### src/hdl/scd_pkg.sv
`timescale 1ns / 1ps
package scd_pkg;

  localparam int MAX_POINTS = 1024;
  localparam int RANGE_BITS = 16;

  localparam int RANGE_IN_W = 16;
  localparam int RNG_W = (RANGE_BITS < RANGE_IN_W) ? RANGE_BITS : RANGE_IN_W;
  localparam int IDX_W = $clog2(MAX_POINTS + 1);
  localparam int MUL_W = $clog2(MAX_POINTS);

  localparam int ANG_W = 16;
  localparam int QUAD_SH = ANG_W - 2;
  localparam int HALF_Q = 1 << (ANG_W - 3);

  localparam int CS_W = 16;
  localparam int MAG_W = CS_W - 1;
  localparam int PH_W = CS_W;
  localparam int CW = 18;
  localparam int CORDIC_STEPS = 14;
  localparam int CSTEP_W = $clog2(CORDIC_STEPS);
  localparam int CORDIC_ONE = 19898;

  localparam int SUM_W = 28;
  localparam int DCNT_W = $clog2(SUM_W);
  localparam int CEN_W = 17;
  localparam int SHF_W = 18;
  localparam int PCNT_W = 11;
  localparam int OUT_TDATA_W = 88;

  localparam int CFG_IDX_W = 1;
  localparam int CFG_W = 16;
  localparam logic [CFG_IDX_W-1:0] REG_START_ANGLE = 1'b0;
  localparam logic [CFG_IDX_W-1:0] REG_ANGLE_STEP = 1'b1;
  localparam logic [CFG_W-1:0] START_ANGLE_RST = 16'hC000;
  localparam logic [CFG_W-1:0] ANGLE_STEP_RST = 16'd64;

  typedef struct packed {
    logic                   done;
    logic signed [CS_W-1:0] cos_v;
    logic signed [CS_W-1:0] sin_v;
  } scd_cs_t;

  typedef struct packed {
    logic             done;
    logic [SUM_W-1:0] qx;
    logic [SUM_W-1:0] qy;
  } scd_quo_t;

  function automatic logic signed [CW-1:0] cordic_atan(input logic [CSTEP_W-1:0] i);
    logic signed [CW-1:0] v;
    unique case (i)
      4'd0:    v = 18'sd8192;
      4'd1:    v = 18'sd4836;
      4'd2:    v = 18'sd2555;
      4'd3:    v = 18'sd1297;
      4'd4:    v = 18'sd651;
      4'd5:    v = 18'sd326;
      4'd6:    v = 18'sd163;
      4'd7:    v = 18'sd81;
      4'd8:    v = 18'sd41;
      4'd9:    v = 18'sd20;
      4'd10:   v = 18'sd10;
      4'd11:   v = 18'sd5;
      4'd12:   v = 18'sd3;
      4'd13:   v = 18'sd1;
      default: v = 18'sd0;
    endcase
    return v;
  endfunction

endpackage

### src/hdl/scd_cordic.sv
`timescale 1ns / 1ps
module scd_cordic (
  input  logic                        clk,
  input  logic                        rst_n,
  input  logic                        go,
  input  logic [scd_pkg::ANG_W-1:0]   ang,
  output scd_pkg::scd_cs_t            cs
);

  typedef enum logic [1:0] {C_IDLE, C_RUN, C_MAP} cstate_t;

  cstate_t                         st_r;
  logic [scd_pkg::CSTEP_W-1:0]     i_r;
  logic [1:0]                      q_r;
  logic signed [scd_pkg::CW-1:0]   x_r, y_r, z_r;
  scd_pkg::scd_cs_t                cs_r;

  logic [scd_pkg::ANG_W-1:0]       ap;
  logic [1:0]                      qn;
  logic [scd_pkg::ANG_W-1:0]       zn;
  logic signed [scd_pkg::CW-1:0]   dx, dy, at;
  logic signed [scd_pkg::CS_W-1:0] xc, yc;

  function automatic logic signed [scd_pkg::CS_W-1:0] clamp15(
    input logic signed [scd_pkg::CW-1:0] v);
    logic signed [scd_pkg::CS_W-1:0] r;
    if (v > 18'sd32767) begin
      r = 16'sd32767;
    end else if (v < -18'sd32767) begin
      r = -16'sd32767;
    end else begin
      r = v[scd_pkg::CS_W-1:0];
    end
    return r;
  endfunction

  always_comb begin
    ap = ang + 16'(scd_pkg::HALF_Q);
    qn = ap[scd_pkg::ANG_W-1:scd_pkg::QUAD_SH];
    zn = ang - {qn, {scd_pkg::QUAD_SH{1'b0}}};
    dx = y_r >>> i_r;
    dy = x_r >>> i_r;
    at = scd_pkg::cordic_atan(i_r);
    xc = clamp15(x_r);
    yc = clamp15(y_r);
  end

  always_ff @(posedge clk) begin
    if (!rst_n) begin
      st_r    <= C_IDLE;
      cs_r.done <= 1'b0;
    end else begin
      cs_r.done <= (st_r == C_MAP);
      unique case (st_r)
        C_IDLE: begin
          if (go) begin
            q_r <= qn;
            z_r <= {{(scd_pkg::CW - scd_pkg::ANG_W){zn[scd_pkg::ANG_W-1]}}, zn};
            x_r <= 18'(scd_pkg::CORDIC_ONE);
            y_r <= '0;
            i_r <= '0;
            st_r <= C_RUN;
          end
        end
        C_RUN: begin
          if (!z_r[scd_pkg::CW-1]) begin
            x_r <= x_r - dx;
            y_r <= y_r + dy;
            z_r <= z_r - at;
          end else begin
            x_r <= x_r + dx;
            y_r <= y_r - dy;
            z_r <= z_r + at;
          end
          i_r <= i_r + 1'b1;
          if (i_r == scd_pkg::CSTEP_W'(scd_pkg::CORDIC_STEPS - 1)) begin
            st_r <= C_MAP;
          end
        end
        C_MAP: begin
          case (q_r)
            2'd0: begin
              cs_r.cos_v <= xc;
              cs_r.sin_v <= yc;
            end
            2'd1: begin
              cs_r.cos_v <= -yc;
              cs_r.sin_v <= xc;
            end
            2'd2: begin
              cs_r.cos_v <= -xc;
              cs_r.sin_v <= -yc;
            end
            default: begin
              cs_r.cos_v <= yc;
              cs_r.sin_v <= -xc;
            end
          endcase
          st_r <= C_IDLE;
        end
        default: st_r <= C_IDLE;
      endcase
    end
  end

  assign cs = cs_r;

endmodule

### src/hdl/scd_div.sv
`timescale 1ns / 1ps
module scd_div (
  input  logic                        clk,
  input  logic                        rst_n,
  input  logic                        go,
  input  logic [scd_pkg::SUM_W-1:0]   num_x,
  input  logic [scd_pkg::SUM_W-1:0]   num_y,
  input  logic [scd_pkg::IDX_W-1:0]   den,
  output scd_pkg::scd_quo_t           quo
);

  logic                            busy_r;
  logic                            done_r;
  logic [scd_pkg::DCNT_W-1:0]      cnt_r;
  logic [scd_pkg::SUM_W-1:0]       nx_r, ny_r;
  logic [scd_pkg::IDX_W:0]         rx_r, ry_r;

  logic [scd_pkg::IDX_W+1:0]       shx, shy, dfx, dfy;

  always_comb begin
    shx = {1'b0, rx_r[scd_pkg::IDX_W-1:0], nx_r[scd_pkg::SUM_W-1]};
    shy = {1'b0, ry_r[scd_pkg::IDX_W-1:0], ny_r[scd_pkg::SUM_W-1]};
    dfx = shx - {2'b00, den};
    dfy = shy - {2'b00, den};
  end

  always_ff @(posedge clk) begin
    if (!rst_n) begin
      busy_r <= 1'b0;
      done_r <= 1'b0;
    end else begin
      done_r <= !go && busy_r && (cnt_r == scd_pkg::DCNT_W'(scd_pkg::SUM_W - 1));
      if (go) begin
        nx_r   <= num_x;
        ny_r   <= num_y;
        rx_r   <= '0;
        ry_r   <= '0;
        cnt_r  <= '0;
        busy_r <= 1'b1;
      end else if (busy_r) begin
        if (!dfx[scd_pkg::IDX_W+1]) begin
          rx_r <= dfx[scd_pkg::IDX_W:0];
          nx_r <= {nx_r[scd_pkg::SUM_W-2:0], 1'b1};
        end else begin
          rx_r <= shx[scd_pkg::IDX_W:0];
          nx_r <= {nx_r[scd_pkg::SUM_W-2:0], 1'b0};
        end
        if (!dfy[scd_pkg::IDX_W+1]) begin
          ry_r <= dfy[scd_pkg::IDX_W:0];
          ny_r <= {ny_r[scd_pkg::SUM_W-2:0], 1'b1};
        end else begin
          ry_r <= shy[scd_pkg::IDX_W:0];
          ny_r <= {ny_r[scd_pkg::SUM_W-2:0], 1'b0};
        end
        cnt_r <= cnt_r + 1'b1;
        if (cnt_r == scd_pkg::DCNT_W'(scd_pkg::SUM_W - 1)) begin
          busy_r <= 1'b0;
        end
      end
    end
  end

  assign quo.done = done_r;
  assign quo.qx   = nx_r;
  assign quo.qy   = ny_r;

endmodule

### src/hdl/scan_centroid_displacement.sv
`timescale 1ns / 1ps
// Channel   Direction  Handshake                   Contents
// in_       request    in_tvalid / in_tready       range, invalid flag, last of scan
// out_      result     out_tvalid / out_tready     centroid, shift, flags, point count
// cfg_      write      cfg_we                      start angle, angle step
//
// A valid sample passes through a bit-serial angle multiply, a 14-step CORDIC, and two
// bit-serial range multiplies. An invalid or surplus sample skips them and is not
// accumulated. The last sample of a scan adds a restoring divide with one quotient bit
// per cycle for both axes; an empty scan skips the divide.
// The input is ready only between samples; a finished result waits in the output
// register, and the next scan can be taken while it waits. Reset is synchronous.
module scan_centroid_displacement (
  input  logic                                clk,
  input  logic                                rst_n,
  input  logic                                in_tvalid,
  output logic                                in_tready,
  input  logic [scd_pkg::RANGE_IN_W-1:0]      in_tdata,   // range_mm
  input  logic [0:0]                          in_tuser,   // range_invalid
  input  logic                                in_tlast,
  output logic                                out_tvalid,
  input  logic                                out_tready,
  // centroid_x, centroid_y, shift_x, shift_y, shift_valid, empty_scan, point_count, pad
  output logic [scd_pkg::OUT_TDATA_W-1:0]     out_tdata,
  input  logic                                cfg_we,
  input  logic [scd_pkg::CFG_IDX_W-1:0]       cfg_index,
  input  logic [scd_pkg::CFG_W-1:0]           cfg_wdata
);

  typedef enum logic [3:0] {
    S_IDLE, S_ANG, S_QUAD, S_ROT, S_MUL, S_ACC, S_DSET, S_DIV, S_OUT
  } state_t;

  localparam int PROD_W = scd_pkg::PH_W + scd_pkg::RNG_W;
  localparam int TERM_W = PROD_W - scd_pkg::MAG_W;
  localparam int EXT_W = scd_pkg::SUM_W + 1;

  state_t                           state_r;
  logic [scd_pkg::CFG_W-1:0]        start_ang_r, ang_step_r;
  logic [scd_pkg::IDX_W-1:0]        idx_r, vcnt_r;
  logic [scd_pkg::MUL_W-1:0]        idx_sh_r;
  logic [scd_pkg::ANG_W-1:0]        prod_ang_r, ang_r;
  logic [4:0]                       cnt_r;
  logic [scd_pkg::RNG_W-1:0]        rng_r;
  logic                             last_r;
  logic                             cor_go_r, div_go_r;
  logic [scd_pkg::PH_W-1:0]         phx_r, phy_r;
  logic [scd_pkg::RNG_W-1:0]        plx_r, ply_r;
  logic [scd_pkg::MAG_W-1:0]        magx_r, magy_r;
  logic                             negx_r, negy_r;
  logic signed [scd_pkg::SUM_W-1:0] sum_x_r, sum_y_r;
  logic [scd_pkg::SUM_W-1:0]        qx_r, qy_r;
  logic                             sgnx_r, sgny_r;
  logic [scd_pkg::CEN_W-1:0]        prevx_r, prevy_r;
  logic                             prev_present_r;
  logic                             out_tvalid_r;
  logic [scd_pkg::CEN_W-1:0]        ocx_r, ocy_r;
  logic [scd_pkg::SHF_W-1:0]        oshx_r, oshy_r;
  logic                             osv_r, oemp_r;
  logic [scd_pkg::PCNT_W-1:0]       opc_r;

  scd_pkg::scd_cs_t                 cs;
  scd_pkg::scd_quo_t                quo;

  logic                             active;
  logic [scd_pkg::PH_W-1:0]         tx_add, ty_add;
  logic [PROD_W-1:0]                prx, pry;
  logic [EXT_W-1:0]                 termx, termy, sx_nxt, sy_nxt;
  logic [scd_pkg::SUM_W-1:0]        absx, absy;
  logic [scd_pkg::CS_W-1:0]         cmagx, cmagy;
  logic [scd_pkg::CEN_W-1:0]        cenx, ceny;
  logic [scd_pkg::SHF_W-1:0]        shfx, shfy;
  logic                             empty, sv;

  scd_cordic u_cordic (
    .clk   (clk),
    .rst_n (rst_n),
    .go    (cor_go_r),
    .ang   (ang_r),
    .cs    (cs)
  );

  scd_div u_div (
    .clk   (clk),
    .rst_n (rst_n),
    .go    (div_go_r),
    .num_x (absx),
    .num_y (absy),
    .den   (vcnt_r),
    .quo   (quo)
  );

  always_comb begin
    active = !in_tuser[0] && (idx_r != scd_pkg::IDX_W'(scd_pkg::MAX_POINTS));
    tx_add = phx_r + {1'b0, magx_r};
    ty_add = phy_r + {1'b0, magy_r};
    prx = {phx_r, plx_r};
    pry = {phy_r, ply_r};
    termx = {{(EXT_W - TERM_W){1'b0}}, prx[PROD_W-1:scd_pkg::MAG_W]};
    termy = {{(EXT_W - TERM_W){1'b0}}, pry[PROD_W-1:scd_pkg::MAG_W]};
    if (negx_r) begin
      termx = -termx;
    end
    if (negy_r) begin
      termy = -termy;
    end
    sx_nxt = {sum_x_r[scd_pkg::SUM_W-1], sum_x_r} + termx;
    sy_nxt = {sum_y_r[scd_pkg::SUM_W-1], sum_y_r} + termy;
    absx = sum_x_r[scd_pkg::SUM_W-1] ? (~sum_x_r + 1'b1) : sum_x_r;
    absy = sum_y_r[scd_pkg::SUM_W-1] ? (~sum_y_r + 1'b1) : sum_y_r;
    cmagx = (qx_r[scd_pkg::SUM_W-1:scd_pkg::CS_W] != '0) ? '1 : qx_r[scd_pkg::CS_W-1:0];
    cmagy = (qy_r[scd_pkg::SUM_W-1:scd_pkg::CS_W] != '0) ? '1 : qy_r[scd_pkg::CS_W-1:0];
    cenx = sgnx_r ? -{1'b0, cmagx} : {1'b0, cmagx};
    ceny = sgny_r ? -{1'b0, cmagy} : {1'b0, cmagy};
    empty = (vcnt_r == '0);
    sv = !empty && prev_present_r;
    shfx = {cenx[scd_pkg::CEN_W-1], cenx} - {prevx_r[scd_pkg::CEN_W-1], prevx_r};
    shfy = {ceny[scd_pkg::CEN_W-1], ceny} - {prevy_r[scd_pkg::CEN_W-1], prevy_r};
  end

  always_ff @(posedge clk) begin
    if (!rst_n) begin
      state_r        <= S_IDLE;
      start_ang_r    <= scd_pkg::START_ANGLE_RST;
      ang_step_r     <= scd_pkg::ANGLE_STEP_RST;
      idx_r          <= '0;
      vcnt_r         <= '0;
      sum_x_r        <= '0;
      sum_y_r        <= '0;
      prevx_r        <= '0;
      prevy_r        <= '0;
      prev_present_r <= 1'b0;
      out_tvalid_r   <= 1'b0;
      cor_go_r       <= 1'b0;
      div_go_r       <= 1'b0;
    end else begin
      cor_go_r <= (state_r == S_QUAD);
      div_go_r <= (state_r == S_DSET) && (vcnt_r != '0);
      if (cfg_we) begin
        unique case (cfg_index)
          scd_pkg::REG_START_ANGLE: start_ang_r <= cfg_wdata;
          scd_pkg::REG_ANGLE_STEP:  ang_step_r  <= cfg_wdata;
          default: ;
        endcase
      end
      if (out_tvalid_r && out_tready && state_r != S_OUT) begin
        out_tvalid_r <= 1'b0;
      end
      unique case (state_r)
        S_IDLE: begin
          if (in_tvalid) begin
            rng_r      <= in_tdata[scd_pkg::RNG_W-1:0];
            last_r     <= in_tlast;
            idx_sh_r   <= idx_r[scd_pkg::MUL_W-1:0];
            prod_ang_r <= '0;
            cnt_r      <= '0;
            if (idx_r != scd_pkg::IDX_W'(scd_pkg::MAX_POINTS)) begin
              idx_r <= idx_r + 1'b1;
            end
            if (active) begin
              vcnt_r  <= vcnt_r + 1'b1;
              state_r <= S_ANG;
            end else if (in_tlast) begin
              state_r <= S_DSET;
            end
          end
        end
        S_ANG: begin
          prod_ang_r <= {prod_ang_r[scd_pkg::ANG_W-2:0], 1'b0}
                        + (idx_sh_r[scd_pkg::MUL_W-1] ? ang_step_r : '0);
          idx_sh_r <= {idx_sh_r[scd_pkg::MUL_W-2:0], 1'b0};
          cnt_r <= cnt_r + 1'b1;
          if (cnt_r == 5'(scd_pkg::MUL_W - 1)) begin
            state_r <= S_QUAD;
          end
        end
        S_QUAD: begin
          ang_r    <= start_ang_r + prod_ang_r;
          state_r  <= S_ROT;
        end
        S_ROT: begin
          if (cs.done) begin
            magx_r  <= scd_pkg::MAG_W'(cs.cos_v[scd_pkg::CS_W-1] ? -cs.cos_v : cs.cos_v);
            magy_r  <= scd_pkg::MAG_W'(cs.sin_v[scd_pkg::CS_W-1] ? -cs.sin_v : cs.sin_v);
            negx_r  <= cs.cos_v[scd_pkg::CS_W-1];
            negy_r  <= cs.sin_v[scd_pkg::CS_W-1];
            phx_r   <= '0;
            phy_r   <= '0;
            plx_r   <= rng_r;
            ply_r   <= rng_r;
            cnt_r   <= '0;
            state_r <= S_MUL;
          end
        end
        S_MUL: begin
          {phx_r, plx_r} <= {(plx_r[0] ? tx_add : phx_r), plx_r} >> 1;
          {phy_r, ply_r} <= {(ply_r[0] ? ty_add : phy_r), ply_r} >> 1;
          cnt_r <= cnt_r + 1'b1;
          if (cnt_r == 5'(scd_pkg::RNG_W - 1)) begin
            state_r <= S_ACC;
          end
        end
        S_ACC: begin
          if (sx_nxt[EXT_W-1] != sx_nxt[EXT_W-2]) begin
            sum_x_r <= sx_nxt[EXT_W-1] ? {1'b1, {(scd_pkg::SUM_W-1){1'b0}}}
                                       : {1'b0, {(scd_pkg::SUM_W-1){1'b1}}};
          end else begin
            sum_x_r <= sx_nxt[scd_pkg::SUM_W-1:0];
          end
          if (sy_nxt[EXT_W-1] != sy_nxt[EXT_W-2]) begin
            sum_y_r <= sy_nxt[EXT_W-1] ? {1'b1, {(scd_pkg::SUM_W-1){1'b0}}}
                                       : {1'b0, {(scd_pkg::SUM_W-1){1'b1}}};
          end else begin
            sum_y_r <= sy_nxt[scd_pkg::SUM_W-1:0];
          end
          state_r <= last_r ? S_DSET : S_IDLE;
        end
        S_DSET: begin
          sgnx_r <= sum_x_r[scd_pkg::SUM_W-1];
          sgny_r <= sum_y_r[scd_pkg::SUM_W-1];
          if (vcnt_r == '0) begin
            qx_r    <= '0;
            qy_r    <= '0;
            state_r <= S_OUT;
          end else begin
            state_r  <= S_DIV;
          end
        end
        S_DIV: begin
          if (quo.done) begin
            qx_r    <= quo.qx;
            qy_r    <= quo.qy;
            state_r <= S_OUT;
          end
        end
        S_OUT: begin
          if (!out_tvalid_r || out_tready) begin
            ocx_r          <= cenx;
            ocy_r          <= ceny;
            oshx_r         <= sv ? shfx : '0;
            oshy_r         <= sv ? shfy : '0;
            osv_r          <= sv;
            oemp_r         <= empty;
            opc_r          <= scd_pkg::PCNT_W'(vcnt_r);
            out_tvalid_r   <= 1'b1;
            prevx_r        <= cenx;
            prevy_r        <= ceny;
            prev_present_r <= !empty;
            sum_x_r        <= '0;
            sum_y_r        <= '0;
            vcnt_r         <= '0;
            idx_r          <= '0;
            state_r        <= S_IDLE;
          end
        end
        default: state_r <= S_IDLE;
      endcase
    end
  end

  assign in_tready  = (state_r == S_IDLE);
  assign out_tvalid = out_tvalid_r;
  assign out_tdata  = {{(scd_pkg::OUT_TDATA_W - 2 * scd_pkg::CEN_W - 2 * scd_pkg::SHF_W
                        - 2 - scd_pkg::PCNT_W){1'b0}},
                       opc_r, oemp_r, osv_r, oshy_r, oshx_r, ocy_r, ocx_r};

  a_empty_flags: assert property (@(posedge clk) disable iff (!rst_n)
    (out_tvalid_r && oemp_r) |-> (opc_r == '0 && !osv_r && oshx_r == '0))
    else $error("empty scan result carries points or a shift");

  a_cordic_done: assert property (@(posedge clk) disable iff (!rst_n)
    cs.done |-> (state_r == S_ROT))
    else $error("rotation result arrived outside the rotation wait");

  a_div_done: assert property (@(posedge clk) disable iff (!rst_n)
    quo.done |-> (state_r == S_DIV))
    else $error("quotient arrived outside the divide wait");

  a_count_le_index: assert property (@(posedge clk) disable iff (!rst_n)
    vcnt_r <= idx_r)
    else $error("valid point count exceeds sample index");

  a_scan_close: assert property (@(posedge clk) disable iff (!rst_n)
    (state_r == S_OUT && (!out_tvalid_r || out_tready))
    |=> (out_tvalid_r && vcnt_r == '0 && idx_r == '0 && in_tready))
    else $error("scan end did not publish a result and clear the accumulators");

endmodule
### config.mk
export PLATFORM = sky130hd
export DESIGN_NAME = scan_centroid_displacement
export DESIGN_NICKNAME = d
export VERILOG_FILES = /design/src/hdl/scd_pkg.sv /design/src/hdl/scd_cordic.sv /design/src/hdl/scd_div.sv /design/src/hdl/scan_centroid_displacement.sv
export SDC_FILE = /design/constraint.sdc
export NUM_CORES = 2
export LEC_CHECK = 0
export ABC_CLOCK_PERIOD_IN_PS = 7300
export BUFFER_PORTS_ARGS = -buffer_cell sky130_fd_sc_hd__buf_4
export CAP_MARGIN = 10
export CORE_MARGIN = 2
export CORE_UTILIZATION = 30
export DETAILED_ROUTE_END_ITERATION = 8
export REMOVE_ABC_BUFFERS = 1
export SLEW_MARGIN = 20
export SYNTH_ARGS = -nofsm -noshare
export SYNTH_HDL_FRONTEND = slang
export SYNTH_SLANG_ARGS = --single-unit
### constraint.sdc
create_clock -name clk -period 7.3 [get_ports clk]
set_input_delay 1.46 -clock clk [delete_from_list [all_inputs] [get_ports clk]]
set_output_delay 1.46 -clock clk [all_outputs]
set_load 0.02 [all_outputs]
Yosys cells after proc, flatten, opt, wreduce, memory -nomap -nowiden
Memory sizes are Yosys's and may differ from the RTL's. A register that Yosys moved wholly into a read port is not among the register bits.
Cells that the tools add are included.
{"block": "word_totals", "regBits": 633, "romBits": 224, "inputBits": 40, "out_inout_bits": 90, "mem_count": 1}
{"memory": "(name not given)", "depth": 16, "width": 14, "read_ports": 1, "rd_ports_with_merged_regs": 1, "write_ports": 0, "line": "scd_pkg.sv:52", "text": "unique case (i)"}
{"block": "classes", "add_sub_neg": 33, "order_cmp": 4, "eq_ne": 32, "n_shift": 2, "muxes": 93, "bitwise_logic": 3, "n_reduce_logical": 49}
{"op": "28-bit two-way mux", "n": 14}
{"op": "28-bit case mux with 2 select lines", "n": 4}
{"op": "16-bit two-way mux", "n": 12}
{"op": "16-bit case mux with 2 select lines", "n": 5}
{"op": "18-bit two-way mux", "n": 6}
{"op": "18-bit case mux with 2 select lines", "n": 3}
{"op": "11-bit two-way mux", "n": 9}
{"op": "32-bit case mux with 3 select lines", "n": 1}
{"op": "29-bit adder", "n": 2}
{"op": "29-bit two-way mux", "n": 2}
{"op": "17-bit negation with 29-bit output", "n": 2}
{"op": "28-bit by 1-bit adder with 28-bit output (second input constant)", "n": 2}
{"op": "28-bit NOT", "n": 2}
{"op": "18-bit adder", "n": 3}
{"op": "18-bit subtractor", "n": 3}
{"op": "4-bit two-way mux", "n": 11}
{"op": "11-bit case mux with 2 select lines", "n": 2}
{"op": "18-bit by 16-bit greater-than comparator with 1-bit output (second input constant)", "n": 2}
{"op": "18-bit by 16-bit less-than comparator with 1-bit output (second input constant)", "n": 2}
{"op": "4-bit case mux with 9 select lines", "n": 1}
{"op": "18-bit by 4-bit >>> shifter with 18-bit output", "n": 2}
{"op": "17-bit by 17-bit subtractor with 18-bit output", "n": 2}
{"op": "17-bit two-way mux", "n": 2}
{"op": "16-bit negation with 17-bit output", "n": 2}
{"op": "50 further kinds", "n": 120}

Logic depth before layout (Yosys ltp)
{"block": "logic_depth", "ltp_word": 6, "depth_mapped": 21, "ltp_nobuf": 18}

Modules after synthesis
Synthesis repeated with hierarchy kept, for this count alone.
{"block": "unflattened", "cells_unflattened": 4469, "hier_area_um2": 42783.5}
{"module": "scan_centroid_displacement", "instances": 1, "cells_each": 2821, "area_each_um2": 26947.1, "seq_area_each_um2": 12021.5}
{"module": "scd_cordic", "instances": 1, "cells_each": 1258, "area_each_um2": 10983.0, "seq_area_each_um2": 3103.0}
{"module": "scd_div", "instances": 1, "cells_each": 390, "area_each_um2": 4853.4, "seq_area_each_um2": 2532.4}

Worst setup path after synthesis
No wires, ideal clock.
{"block": "synth_timing", "path_type": "in2reg", "startpoint": "input port rst_n", "endpoint": "register ocx_r[0] (netlist name) (enable)", "setup_ps": 525, "arrival_ps": 5798, "slack_ps": 977, "path_stages": 5, "cell_sequence": "clkbuf_1 > clkinv_1 > clkbuf_1 > buf_1 > nor2_1"}
{"block": "synth_via", "elab_chain_len": 1}
{"item": "from (decl)", "line": "scan_centroid_displacement.sv:15", "text": "input logic rst_n,"}
{"item": "3-bit AND reduction (no line)"}
{"item": "to (signal assigned)", "line": "scan_centroid_displacement.sv:238", "text": "ocx_r <= cenx;"}
{"item": "to (decl)", "line": "scan_centroid_displacement.sv:57", "text": "logic [scd_pkg::CEN_W-1:0] ocx_r, ocy_r;"}
Every way passes these cells.
A chain may end at the register's enable or synchronous reset.

Final worst setup path
{"block": "layout_timing", "startpoint": "register u_cordic.i_r[0] (netlist name)", "endpoint": "register u_cordic.x_r[16] (netlist name) (data pin)"}
{"block": "layout_via", "elab_chain_len": 4, "word_cells_on_any_way": 5}
{"item": "from (decl)", "line": "scd_cordic.sv:13", "text": "logic [scd_pkg::CSTEP_W-1:0] i_r;"}
{"item": "from (signal assigned)", "line": "scd_cordic.sv:75", "text": "i_r <= i_r + 1'b1;"}
{"item": "18-bit by 4-bit >>> shifter with 18-bit output (*)", "line": "scd_cordic.sv:41", "text": "dx = y_r >>> i_r;"}
{"item": "18-bit subtractor / 18-bit adder (equally long branches)", "line": "scd_cordic.sv:67, scd_cordic.sv:71"}
{"item": "18-bit two-way mux (*)", "line": "scd_cordic.sv:66", "text": "if (!z_r[scd_pkg::CW-1]) begin"}
{"item": "18-bit case mux with 2 select lines (*)", "line": "scd_cordic.sv:54", "text": "unique case (st_r)"}
{"item": "to (signal assigned)", "line": "scd_cordic.sv:59", "text": "x_r <= 18'(scd_pkg::CORDIC_ONE);"}
{"item": "to (signal assigned)", "line": "scd_cordic.sv:67", "text": "x_r <= x_r - dx;"}
{"item": "to (signal assigned)", "line": "scd_cordic.sv:71", "text": "x_r <= x_r + dx;"}
{"item": "to (decl)", "line": "scd_cordic.sv:15", "text": "logic signed [scd_pkg::CW-1:0] x_r, y_r, z_r;"}
Every way passes the cells marked *; elsewhere a longest branch is shown, timed or not.

==> metrics <==
first-pass GRT wire length 154000 um; max frequency approximately 180 MHz; clock sinks between 600 and 700; # rows between 100 and 150; Port Buffers about 120; CTS Buf Count 74; Die Area approximately 0.14 mm2; IO Count 130; EDFF count, synth 474; Hold Fails Final Rpt 0; Post CTS Setup Buffer Count 0; internal power around 7.6 mW; actual slew at the worst max-slew pin approximately 1.1 ns; period utilization 0.776; commonest non-fill, non-tap cell in the layout edfxtp_1; initial core utilization 0.302; Synth Cell Area 0.0416 mm2; synth unique cells ~100; Final Skew between 0.04 and 0.05 ns; Finished Core Util 0.341; YS warnings 0; multi-input logic area about 0.022 mm2; final total power around 11 mW; peak supply drop roughly 0.00016 V; Async S/R FF share, synth 0; WS Path Type reg2reg; part of the power in registers 0.402; register area 0.0177 mm2; run status finished clean; post-route setup slack 1.63 ns; synthesis-stage register bit count 645; Max-cap violations 0; synthesis-to-layout area growth 12.9%; Cell Count, Final, Fillers Out around 6300; Die Ht between 300 and 400 um; Worst setup SP type flip-flop; fin crit period approximately 5.7 ns; vias in the first global route around 30000; core area between 0.1 and 0.15 mm2; NetSw 3.42 mW; DP Area 0.0443 mm2; HP Class reg2reg; commonest non-fill, non-tap cells in the layout edfxtp_1 (474), nand2_1 (472), nor2_1 (471); CP max FO 15; Detail Placement HPWL 68000 um; largest net degree at the start of global routing 101; clock root cell clkbuf_16; clock latency at the later pin of the worst-skew pair between 0.6 and 0.7 ns; share of layout cells above drive strength 1 0.0966; Die W between 300 and 400 um; Gate Count Post-Synth ~4400; cell count after placement approximately 6100; CTS tree yes; register area share after synthesis 0.425; Vias between 30000 and 40000; prevailing post-synth register cell edfxtp_1; power share of the clock group 0.356; Required @ worst endpoint 7.70 ns; # diodes 0; cts repair resizes 0; post-route setup TNS 0 ns; antenna violations before repair 1; dpl ws approximately 1.7 ns; Fillers ~14000; Max Slew Vio Count 0; Post-CTS Hold Buffers 0; leakage power around 18 nW; total wire length 93000 um; Wirelength per Cell 14.9 um; Detail Route Antenna Nets 0; Final nets ~4700; H-tree depth 3; Tot GR Track Use 0.129; # DRC 0; DRT iter0 DRCs 2071; final setup fails 0; Slew HR 0.239; final instance area 0.0469 mm2; Bufs on Longest Clock Path 3; Placer Congestion 0.860; WP data arrival approximately 6.1 ns; switching part of the total 0.310; GRT overflow 0; TritonRoute pass-1 iters 5; Vias/cell roughly 5.0; clk slew on worst S/H paths approximately 0.07 ns; Comb pwr share 0.241; Hold WS 0.451 ns; syn avg cell area roughly 9.5 um2; cell area power density 235 mW/mm2; RSZ-0062 raised after global routing false; CP Capture Type flip-flop
==> cell usage after synthesis, types with 11 or more instances <==
master | number | area share
a211o_1 | 15 | 0.0032
a211oi_1 | 58 | 0.010
a21boi_0 | 18 | 0.0033
a21o_1 | 54 | 0.0098
a21oi_1 | 322 | 0.039
a221o_1 | 12 | 0.0029
a31oi_1 | 24 | 0.0036
and2_1 | 97 | 0.015
and3_1 | 25 | 0.0038
buf_1 | 19 | 0.0017
buf_2 | 12 | 0.0014
clkbuf_1 | 157 | 0.014
dfxtp_1 | 171 | 0.082
edfxtp_1 | 474 | 0.34
fa_1 | 13 | 0.0063
ha_1 | 252 | 0.076
inv_1 | 174 | 0.016
mux2_2 | 17 | 0.0046
mux2i_1 | 77 | 0.019
mux4_2 | 55 | 0.030
nand2_1 | 472 | 0.043
nand2b_1 | 56 | 0.0084
nand3_1 | 85 | 0.010
nand3b_1 | 13 | 0.0023
nand4_1 | 11 | 0.0017
nor2_1 | 477 | 0.043
nor2b_1 | 53 | 0.0080
nor3_1 | 115 | 0.014
nor3b_1 | 11 | 0.0020
nor4_1 | 31 | 0.0047
o211ai_1 | 24 | 0.0043
o21a_1 | 47 | 0.0085
o21ai_0 | 226 | 0.027
o21ai_1 | 16 | 0.0019
o21bai_1 | 16 | 0.0029
o22ai_1 | 24 | 0.0036
o311ai_0 | 11 | 0.0023
o31ai_1 | 47 | 0.0085
o41ai_1 | 26 | 0.0055
or2_2 | 16 | 0.0024
or3_1 | 47 | 0.0071
or4_1 | 16 | 0.0029
xnor2_1 | 187 | 0.039
xor2_1 | 140 | 0.030
==> routing by layer <==
layer | routed length [um] | vias to the layer above | global-route usage
met5 | 0 | - | 0
met4 | 2410 | 0 | 0.0427
met3 | 3850 | 152 | 0.0187
met2 | 43600 | 620 | 0.217
met1 | 43100 | 14800 | 0.170
li1 | - | 15900 | -
==> sequential cells by signal, indices dropped and copies added, names as in the netlist, 28 cells and up <==
signal       cells
u_cordic.cs     33
qx_r            28
qy_r            28
sum_x_r         28
sum_y_r         28
u_div.nx_r      28
u_div.ny_r      28
==> power by group through the flow <==
stage               Sequential (mW)  Clock, mW  Combinational [mW]
floorplan                      4.46          0                2.01
global route                   4.45       4.18                2.99
global placement               4.49          0                2.61
finish                         4.43       3.92                2.66
detailed placement             4.50          0                2.65
CTS                            4.42       4.04                2.67
==> logic make-up after synthesis <==
family                     Yosys count  share of synthesized area
and+or+nand+nor                   1550                      0.174
AOI/OAI and AO/OA                 1027                      0.157
DFF                                645                      0.425
buffers and inverters              380                     0.0364
xor gates and xnor gates           332                     0.0709
adders and majority gates          271                     0.0836
muxes                              152                     0.0539
other                                1                  0.0000902
==> cell type report <==
class | instances | share of cell area
Multi-Input combinational cell | 3337 | 0.479
Inverter | 178 | 0.0143
Timing Repair Buffer | 166 | 0.0266
Tap cell | 1794 | 0.0478
Clock buffer | 98 | 0.0451
Sequential cell | 645 | 0.376
Clock inverter | 40 | 0.0106
==> worst paths after layout <==
check | slack, ns | end | start | depth (start not counted)
hold / removal | 0.45 | prevy_r[2] | prevy_r[2] | 2
setup / recovery | 1.63 | u_cordic.x_r[16] | u_cordic.i_r[0] | 17
hold reg to reg | 0.45 | prevy_r[2] | prevy_r[2] | 2
setup reg to reg | 1.63 | u_cordic.x_r[16] | u_cordic.i_r[0] | 17
==> worst max-delay path, stage by stage, from the launching register on <==
cell and delay, ns:
edfxtp_1 0.79, mux4_2 0.65, mux2_2 0.32, mux2i_1 0.24
ha_1 0.28, nand2_1 0.05, o21ai_0 0.15, fa_1 0.47
a21o_1 0.19, a21oi_1 0.22, o21bai_1 0.13, a211oi_1 0.36
o31ai_1 0.18, o41ai_1 0.71, o211ai_1 0.21, a21oi_1 0.21
xor2_1 0.16, nor2_1 0.05
Note: power is estimated with default switching activity, not from simulation.
